`src/hw/rtl/sample_to_ascii_decimal_encoder_assert.svh`:
```
// assertion macros for the sample to ascii decimal encoder
`ifndef SAMPLE_TO_ASCII_DECIMAL_ENCODER_ASSERT_SVH
`define SAMPLE_TO_ASCII_DECIMAL_ENCODER_ASSERT_SVH

`ifndef ASSERT_OFF
// antecedent implies consequent in the same cycle
`define S2A_ASSERT_SAME(label, clk, rst_n, ante, cons, msg) \
    label: assert property (@(posedge clk) disable iff (!(rst_n)) (ante) |-> (cons)) \
        else $error(msg);
// antecedent implies consequent in the next cycle
`define S2A_ASSERT_NEXT(label, clk, rst_n, ante, cons, msg) \
    label: assert property (@(posedge clk) disable iff (!(rst_n)) (ante) |=> (cons)) \
        else $error(msg);
`else
`define S2A_ASSERT_SAME(label, clk, rst_n, ante, cons, msg)
`define S2A_ASSERT_NEXT(label, clk, rst_n, ante, cons, msg)
`endif

`endif

```
`src/hw/rtl/s2a_pkg.sv`:
```
// shared constants and types for the sample to ascii decimal encoder
package s2a_pkg;

    localparam int SampleW = 16;
    localparam int CharW   = 8;
    localparam int DepthW  = 2;
    localparam int MaxChars = 7;
    localparam int CntW    = 3;
    localparam int NumDigits = 5;

    localparam logic [DepthW-1:0] DEPTH_ONE     = 2'd0;
    localparam logic [DepthW-1:0] DEPTH_EIGHT   = 2'd1;
    localparam logic [DepthW-1:0] DEPTH_SIXTEEN = 2'd2;
    localparam logic [DepthW-1:0] DEPTH_RESET   = DEPTH_EIGHT;

    localparam logic [CharW-1:0] CH_ZERO    = 8'h30;
    localparam logic [CharW-1:0] CH_NINE    = 8'h39;
    localparam logic [CharW-1:0] CH_SPACE   = 8'h20;
    localparam logic [CharW-1:0] CH_NEWLINE = 8'h0A;

    // reciprocal constants: floor(v / d) == (v * RECIP) >> SHIFT for any 16-bit v
    localparam int ProdW = 34;
    localparam logic [16:0] RECIP_10    = 17'd52429;
    localparam logic [16:0] RECIP_100   = 17'd83887;
    localparam logic [16:0] RECIP_1000  = 17'd67109;
    localparam logic [16:0] RECIP_10000 = 17'd107375;
    localparam int Shift10    = 19;
    localparam int Shift100   = 23;
    localparam int Shift1000  = 26;
    localparam int Shift10000 = 30;

    localparam int Q1W = 13;
    localparam int Q2W = 10;
    localparam int Q3W = 7;
    localparam int Q4W = 3;

    typedef struct packed {
        logic [SampleW-1:0] value;
        logic [Q1W-1:0]     q1;
        logic [Q2W-1:0]     q2;
        logic [Q3W-1:0]     q3;
        logic [Q4W-1:0]     q4;
        logic [DepthW-1:0]  depth;
        logic               row_end;
    } t_quot;

endpackage

```
`src/hw/rtl/sample_to_ascii_decimal_encoder.sv`:
```
// a sample's word passes the input register and the quotient register into the character buffer
// throughput: one character per cycle while the output is ready; a sample has 1 to 7
//   characters, or none, and a sample with no characters still passes through the buffer stage
// the output character buffer and its single output port set the sample rate
// reset: synchronous active low, clears all pipeline valids and sets sample depth to 8 bit
// configuration is always ready and takes effect on the next sample taken
`include "sample_to_ascii_decimal_encoder_assert.svh"

module sample_to_ascii_decimal_encoder (
    input  logic                          i_clk,
    input  logic                          i_rst_n,
    input  logic                          i_cfg_valid,
    output logic                          o_cfg_ready,
    input  logic [s2a_pkg::DepthW-1:0]    i_cfg_data,       // sample_depth
    input  logic                          i_s_axis_tvalid,
    output logic                          o_s_axis_tready,
    input  logic [s2a_pkg::SampleW-1:0]   i_s_axis_tdata,   // sample[15:0]
    input  logic                          i_s_axis_tlast,   // row_end
    output logic                          o_m_axis_tvalid,
    input  logic                          i_m_axis_tready,
    output logic [s2a_pkg::CharW-1:0]     o_m_axis_tdata,   // text_char[7:0]
    output logic                          o_m_axis_tlast    // last_char
);
    import s2a_pkg::*;

    logic [DepthW-1:0] r_depth;
    logic              quot_valid;
    logic              quot_ready;
    t_quot             quot;

    assign o_cfg_ready = 1'b1;

    always_ff @(posedge i_clk) begin
        if (!i_rst_n) begin
            r_depth <= DEPTH_RESET;
        end else if (i_cfg_valid && o_cfg_ready) begin
            r_depth <= i_cfg_data;
        end
    end

    s2a_divide u_divide (
        .i_clk     (i_clk),
        .i_rst_n   (i_rst_n),
        .i_valid   (i_s_axis_tvalid),
        .o_ready   (o_s_axis_tready),
        .i_sample  (i_s_axis_tdata),
        .i_row_end (i_s_axis_tlast),
        .i_depth   (r_depth),
        .o_valid   (quot_valid),
        .o_quot    (quot),
        .i_ready   (quot_ready)
    );

    s2a_serializer u_serializer (
        .i_clk    (i_clk),
        .i_rst_n  (i_rst_n),
        .i_valid  (quot_valid),
        .o_ready  (quot_ready),
        .i_quot   (quot),
        .o_tvalid (o_m_axis_tvalid),
        .i_tready (i_m_axis_tready),
        .o_tdata  (o_m_axis_tdata),
        .o_tlast  (o_m_axis_tlast)
    );

    // only digits, space and newline leave the block
    `S2A_ASSERT_SAME(a_char_set, i_clk, i_rst_n, o_m_axis_tvalid,
        (o_m_axis_tdata == CH_SPACE) || (o_m_axis_tdata == CH_NEWLINE) ||
        ((o_m_axis_tdata >= CH_ZERO) && (o_m_axis_tdata <= CH_NINE)),
        "unexpected output character")
    // a sample always closes on a space or a newline
    `S2A_ASSERT_SAME(a_last_sep, i_clk, i_rst_n, o_m_axis_tvalid && o_m_axis_tlast,
        (o_m_axis_tdata == CH_SPACE) || (o_m_axis_tdata == CH_NEWLINE),
        "last word is not a separator")
    // newline is only ever the final word of a sample
    `S2A_ASSERT_SAME(a_newline_last, i_clk, i_rst_n,
        o_m_axis_tvalid && (o_m_axis_tdata == CH_NEWLINE), o_m_axis_tlast,
        "newline not marked last")
    // after a non-final word is taken another word of the same sample follows
    `S2A_ASSERT_NEXT(a_run_continues, i_clk, i_rst_n,
        o_m_axis_tvalid && i_m_axis_tready && !o_m_axis_tlast, o_m_axis_tvalid,
        "word run broken before last")

endmodule

```
`src/hw/rtl/s2a_divide.sv`:
```
// input register and reciprocal divide stage producing decimal quotients
module s2a_divide (
    input  logic                          i_clk,
    input  logic                          i_rst_n,
    input  logic                          i_valid,
    output logic                          o_ready,
    input  logic [s2a_pkg::SampleW-1:0]   i_sample,
    input  logic                          i_row_end,
    input  logic [s2a_pkg::DepthW-1:0]    i_depth,
    output logic                          o_valid,
    output s2a_pkg::t_quot                o_quot,
    input  logic                          i_ready
);
    import s2a_pkg::*;

    logic               r_s1_valid;
    logic [SampleW-1:0] r_s1_value;
    logic [DepthW-1:0]  r_s1_depth;
    logic               r_s1_row_end;
    logic               r_s2_valid;
    t_quot              r_quot;

    logic               s1_ready;
    logic               s2_ready;
    logic [SampleW-1:0] n_value;
    logic [ProdW-1:0]   p10;
    logic [ProdW-1:0]   p100;
    logic [ProdW-1:0]   p1000;
    logic [ProdW-1:0]   p10000;
    t_quot              n_quot;

    assign s2_ready = !r_s2_valid || i_ready;
    assign s1_ready = !r_s1_valid || s2_ready;
    assign o_ready  = s1_ready;
    assign o_valid  = r_s2_valid;
    assign o_quot   = r_quot;

    // narrow modes use only the low byte
    assign n_value = (i_depth == DEPTH_SIXTEEN) ? i_sample : {8'h00, i_sample[7:0]};

    assign p10    = ProdW'(r_s1_value) * ProdW'(RECIP_10);
    assign p100   = ProdW'(r_s1_value) * ProdW'(RECIP_100);
    assign p1000  = ProdW'(r_s1_value) * ProdW'(RECIP_1000);
    assign p10000 = ProdW'(r_s1_value) * ProdW'(RECIP_10000);

    always_comb begin
        n_quot.value   = r_s1_value;
        n_quot.q1      = p10[Shift10 +: Q1W];
        n_quot.q2      = p100[Shift100 +: Q2W];
        n_quot.q3      = p1000[Shift1000 +: Q3W];
        n_quot.q4      = p10000[Shift10000 +: Q4W];
        n_quot.depth   = r_s1_depth;
        n_quot.row_end = r_s1_row_end;
    end

    always_ff @(posedge i_clk) begin
        if (!i_rst_n) begin
            r_s1_valid <= 1'b0;
            r_s2_valid <= 1'b0;
        end else begin
            if (s1_ready) begin
                r_s1_valid <= i_valid;
            end
            if (s2_ready) begin
                r_s2_valid <= r_s1_valid;
            end
        end
    end

    always_ff @(posedge i_clk) begin
        if (s1_ready && i_valid) begin
            r_s1_value   <= n_value;
            r_s1_depth   <= i_depth;
            r_s1_row_end <= i_row_end;
        end
        if (s2_ready && r_s1_valid) begin
            r_quot <= n_quot;
        end
    end

endmodule

```
`src/hw/rtl/s2a_serializer.sv`:
```
// digit extraction, character buffer and one-character-per-cycle output while i_tready is high
module s2a_serializer (
    input  logic                        i_clk,
    input  logic                        i_rst_n,
    input  logic                        i_valid,
    output logic                        o_ready,
    input  s2a_pkg::t_quot              i_quot,
    output logic                        o_tvalid,
    input  logic                        i_tready,
    output logic [s2a_pkg::CharW-1:0]   o_tdata,
    output logic                        o_tlast
);
    import s2a_pkg::*;

    logic [CharW-1:0] r_chars [MaxChars];
    logic [CntW-1:0]  r_cnt;

    logic [CharW-1:0] n_chars [MaxChars];
    logic [CntW-1:0]  n_cnt;
    logic [3:0]       dig [NumDigits];
    logic [CntW-1:0]  nb;
    logic             has_sp;
    logic [SampleW-1:0] rem0;
    logic [Q1W-1:0]     rem1;
    logic [Q2W-1:0]     rem2;
    logic [Q3W-1:0]     rem3;
    logic             load;
    logic             fire;

    assign fire     = o_tvalid && i_tready;
    assign o_ready  = (r_cnt == '0) || ((r_cnt == CntW'(1)) && i_tready);
    assign load     = i_valid && o_ready;
    assign o_tvalid = (r_cnt != '0);
    assign o_tdata  = r_chars[0];
    assign o_tlast  = (r_cnt == CntW'(1));

    // each digit is a quotient minus ten times the next one
    assign rem0 = i_quot.value - (SampleW'(i_quot.q1) * SampleW'(10));
    assign rem1 = i_quot.q1 - (Q1W'(i_quot.q2) * Q1W'(10));
    assign rem2 = i_quot.q2 - (Q2W'(i_quot.q3) * Q2W'(10));
    assign rem3 = i_quot.q3 - (Q3W'(i_quot.q4) * Q3W'(10));

    always_comb begin
        dig[0] = rem0[3:0];
        dig[1] = rem1[3:0];
        dig[2] = rem2[3:0];
        dig[3] = rem3[3:0];
        dig[4] = {1'b0, i_quot.q4};
        has_sp = 1'b1;
        case (i_quot.depth)
            DEPTH_ONE: begin
                // zero sample prints one, nonzero prints zero
                dig[0] = (i_quot.value == '0) ? 4'd1 : 4'd0;
                nb     = CntW'(1);
            end
            DEPTH_EIGHT, DEPTH_SIXTEEN: begin
                if (i_quot.q4 != '0) begin
                    nb = CntW'(5);
                end else if (i_quot.q3 != '0) begin
                    nb = CntW'(4);
                end else if (i_quot.q2 != '0) begin
                    nb = CntW'(3);
                end else if (i_quot.q1 != '0) begin
                    nb = CntW'(2);
                end else begin
                    nb = CntW'(1);
                end
            end
            default: begin
                nb     = '0;
                has_sp = 1'b0;
            end
        endcase
    end

    always_comb begin
        for (int i = 0; i < MaxChars; i++) begin
            if (CntW'(i) < nb) begin
                n_chars[i] = CH_ZERO + {4'h0, dig[nb - CntW'(1) - CntW'(i)]};
            end else if ((CntW'(i) == nb) && has_sp) begin
                n_chars[i] = CH_SPACE;
            end else begin
                n_chars[i] = CH_NEWLINE;
            end
        end
        n_cnt = nb + CntW'(has_sp) + CntW'(i_quot.row_end);
    end

    always_ff @(posedge i_clk) begin
        if (!i_rst_n) begin
            r_cnt <= '0;
        end else if (load) begin
            r_cnt <= n_cnt;
        end else if (fire) begin
            r_cnt <= r_cnt - CntW'(1);
        end
    end

    always_ff @(posedge i_clk) begin
        if (load) begin
            r_chars <= n_chars;
        end else if (fire) begin
            for (int i = 0; i < MaxChars - 1; i++) begin
                r_chars[i] <= r_chars[i+1];
            end
        end
    end

endmodule

```
`config.mk`:
```
export PLATFORM = sky130hd
export DESIGN_NAME = sample_to_ascii_decimal_encoder
export DESIGN_NICKNAME = d
export VERILOG_FILES = /design/src/hw/rtl/s2a_pkg.sv /design/src/hw/rtl/sample_to_ascii_decimal_encoder.sv /design/src/hw/rtl/s2a_divide.sv /design/src/hw/rtl/s2a_serializer.sv
export VERILOG_INCLUDE_DIRS = /design/src /design/src/hw/rtl
export SDC_FILE = /design/constraint.sdc
export NUM_CORES = 1
export LEC_CHECK = 0
export BUFFER_PORTS_ARGS = -buffer_cell sky130_fd_sc_hd__buf_2
export CAP_MARGIN = 20
export CORE_ASPECT_RATIO = 2
export CORE_MARGIN = 2
export CORE_UTILIZATION = 60
export CTS_BUF_LIST = sky130_fd_sc_hd__clkbuf_16
export DETAILED_ROUTE_END_ITERATION = 12
export MAX_ROUTING_LAYER = met4
export PLACE_DENSITY = 0.85
export SLEW_MARGIN = 25
export SYNTH_ARGS = -nofsm -noshare
export SYNTH_HDL_FRONTEND = slang
export SYNTH_HIERARCHICAL = 1
export SYNTH_SLANG_ARGS = --single-unit
```
`constraint.sdc`:
```
create_clock -name i_clk -period 16.6 [get_ports i_clk]
set_clock_uncertainty 0.15 [all_clocks]
set_input_delay 3.32 -clock i_clk [delete_from_list [all_inputs] [get_ports i_clk]]
set_output_delay 3.32 -clock i_clk [all_outputs]
set_load 0.01 [all_outputs]
```
==> flow_metrics.py <==
metrics = {
    "power": {
        "vdd_drop_max_v": 0.000154,
        "power_density_mw_per_mm2": 170,
        "total_leakage_power_nw": 11.6,
    },
    "floorplan": {
        "die_h_um": 269,
        "design.core.area_mm2": 0.0348,
        "placementRows": 97,
        "start_util_pct": 60.6,
        "die_area_mm2": 0.0368,
        "io_pins": 36,
        "die-width_um": 137,
    },
    "timing": {
        "layout_setup_ws_ns": 8.91,
        "slew_viol_final": 0,
        "tns_ns": 0,
        "finalCritPeriodShare_pct": 46.4,
        "finalHoldViolations": 0,
        "rsz0062_at_grt": "no",
        "max_slew.worst_pin.slew_ns": 1.08,
        "fmax_ghz": 0.130,
        "slew_headroom_pct": 27.4,
        "setup_viol": 0,
        "min_period_ns": 7.69,
    },
    "hold_path": {
        "hold_path_depth": 0,
        "hold_path_class": "flip-flop to flip-flop",
    },
    "finish": {
        "layout_commonest_cell": "inv_1",
        "num-fill-cells": 2713,
        "final_cell_mix": "inv_1 (479), ha_1 (463), fa_1 (314), edfxtp_1 (113), a21oi_1 (60)",
        "syn_to_final_growth_pct": 6.31,
        "layout-drive-gt1-share_pct": 6.40,
        "nNetsFinal": 2803,
    },
    "synthesis": {
        "synth_area_mm2": 0.0211,
        "yosys.area.top_type": "fa_1",
        "synth_edf_count": 113,
        "syn_inst": 1951,
        "synth.top_cell.area_share_pct": 29.8,
        "synthArstFlopShare_pct": 0,
        "synth_cell_types": 87,
        "yosysSeqAreaShare_pct": 16.8,
        "ys_seq_elements": 120,
        "yosys_warnings": 6,
        "synth.top_cells.by_area": "fa_1 (30%), ha_1 (27%), edfxtp_1 (16%)",
        "synth_ff_type": "edfxtp_1",
        "postSynthAreaPerCell_um2": 10.8,
    },
    "drt": {
        "post_drt_wl_per_cell_um": 24.4,
        "drcViolationCount": 0,
        "ant_nets": 0,
        "routed-via-count": 14900,
        "drt-pass1-iter-count": 5,
        "routed_wl_mm": 60.0,
        "drt_iter0_drc": 725,
        "viasPerCell": 6.04,
    },
    "clock_tree": {
        "postCtsHoldBufs": 0,
        "postCtsSetupBuffers": 0,
        "cts_tree": "built",
        "clock_sinks": 120,
        "cts-buffers-inserted": 17,
        "cts_htree_levels": 4,
        "clockBufferDepth": 2,
        "clk_latency_ns": 0.43,
        "cts-root-buf": "clkbuf_16",
        "clk_pin_slew_worst_paths_ns": 0.06,
        "cts-resized-gates": 0,
    },
    "global_route": {
        "grt_pass1_vias": 17000,
        "overflow": 0,
        "antenna_found_initial": 2,
        "grt_max_degree": 53,
        "grt_usage_pct": 35.8,
        "grt_pass1_wl_mm": 93.0,
    },
    "worst_setup_path": {
        "path_class": "input pin to output pin",
        "required_ns": 13.13,
        "crit_path_end_kind": "output pin",
        "reg2reg_depth": 19,
        "cp.arrival_ns": 4.22,
        "cp-start-kind": "input pin",
        "worstPathMaxFanout": 4,
    },
    "outcome": {
        "status": "complete, no violations",
    },
    "run": {
        "maxCapViolCount": 0,
    },
    "placement": {
        "io_buffer_count": 32,
        "dp_worst_setup_slack_ns": 8.91,
        "globalplace.congestion": 1.05,
        "dp_hpwl_mm": 50.7,
    },
}
## routing by layer
metal	up-vias	GRT usage [%]	wire (µm)
li1	6562	-	-
met1	7371	30.2	17400
met2	571	63.0	32300
met3	369	5.94	2440
met4	0	35.0	7840
met5	-	-	0
## power by group
group / internal [mW] / switching [mW]
logic: 1.23 / 1.74
clock network: 0.200 / 0.157
registers: 0.453 / 0.0430
total: 1.88 / 1.94
## per-stage QoR
| step | instances | utilization [%] | hold WS [ns] | total power, mW | instance area [µm²] |
|---|---|---|---|---|---|
| after global routing | 2462 | 64.4 | 0.297 | 4.22 | 22400 |
| after floorplan | 1952 | - | 0.250 | 2.57 | 21100 |
| after CTS | 2460 | 64.3 | 0.285 | 3.81 | 22400 |
| final | 2462 | 64.4 | 0.283 | 3.82 | 22400 |
| after detailed placement | 2428 | 62.7 | 0.267 | 3.42 | 21800 |
| after global placement | 2428 | 62.7 | 0.279 | 3.28 | 21800 |
## final cells by class
class,count,area [µm²],share of cell area [%]
timing repair buffer,60,370,1.65
inverter,483,1810,8.09
clock buffer,17,425,1.90
antenna,2,5.00,0.0223
sequential,120,3530,15.8
multi-input combinational,1320,15600,69.4
tap,445,557,2.48
clock inverter,15,148,0.658
## cells by family after synthesis
family                   Yosys count  synth area share, %
other                              2               0.0356
XOR/XNOR                          47                 2.04
adder cells (fa/ha/maj)          777                 57.3
multiplexers                      13                0.700
AO/OA/AOI/OAI                    240                 7.84
AND/OR/NAND/NOR                  240                 5.87
buffers and inverters            512                 9.49
flip-flops                       120                 16.8
## sequential cells by signal (all words and copies together), names as in the netlist
signal / cells
u_serializer/r_cnt: 3
u_divide/r_s1_value: 16
u_serializer/o_tdata: 6
u_divide/o_quot: 52
u_divide/o_valid: 1
u_divide/r_s1_valid: 1
r_depth: 2
u_divide/r_s1_depth: 2
u_serializer/r_chars: 36
u_divide/r_s1_row_end: 1
## synthesized netlist by cell type, types with 7 or more instances
cell	count
a211o_1	8
a211oi_1	15
a21o_1	25
a21oi_1	60
a31oi_1	12
and2_1	14
buf_4	10
clkbuf_1	9
dfxtp_1	7
edfxtp_1	113
fa_1	314
ha_1	463
inv_1	479
mux2i_1	8
nand2_1	53
nand3_1	25
nand4_1	18
nor2_1	56
nor2b_1	11
nor3_1	17
nor4_1	11
o211ai_1	12
o21a_1	8
o21ai_0	35
xnor2_1	31
xor2_1	15
## worst max-delay path: stages
cell and delay (ns):
buf_2 0.11, a21oi_1 0.11, nor2_1 0.07, nor2b_1 0.33
nand2_1 0.12, buf_2 0.16
## worst paths after layout
| kind | end | slack [ns] | startpoint |
|---|---|---|---|
| worst max-delay path | o_s_axis_tready | 8.91 | i_m_axis_tready |
| worst min-delay path | u_divide/o_quot[0] | 0.28 | u_divide/r_s1_row_end |
| worst max register to register | u_divide/o_quot[22] | 9.57 | u_divide/r_s1_value[5] |
| worst min register to register | u_divide/o_quot[0] | 0.28 | u_divide/r_s1_row_end |
No activity file was read; power rests on OpenSTA's default activity.
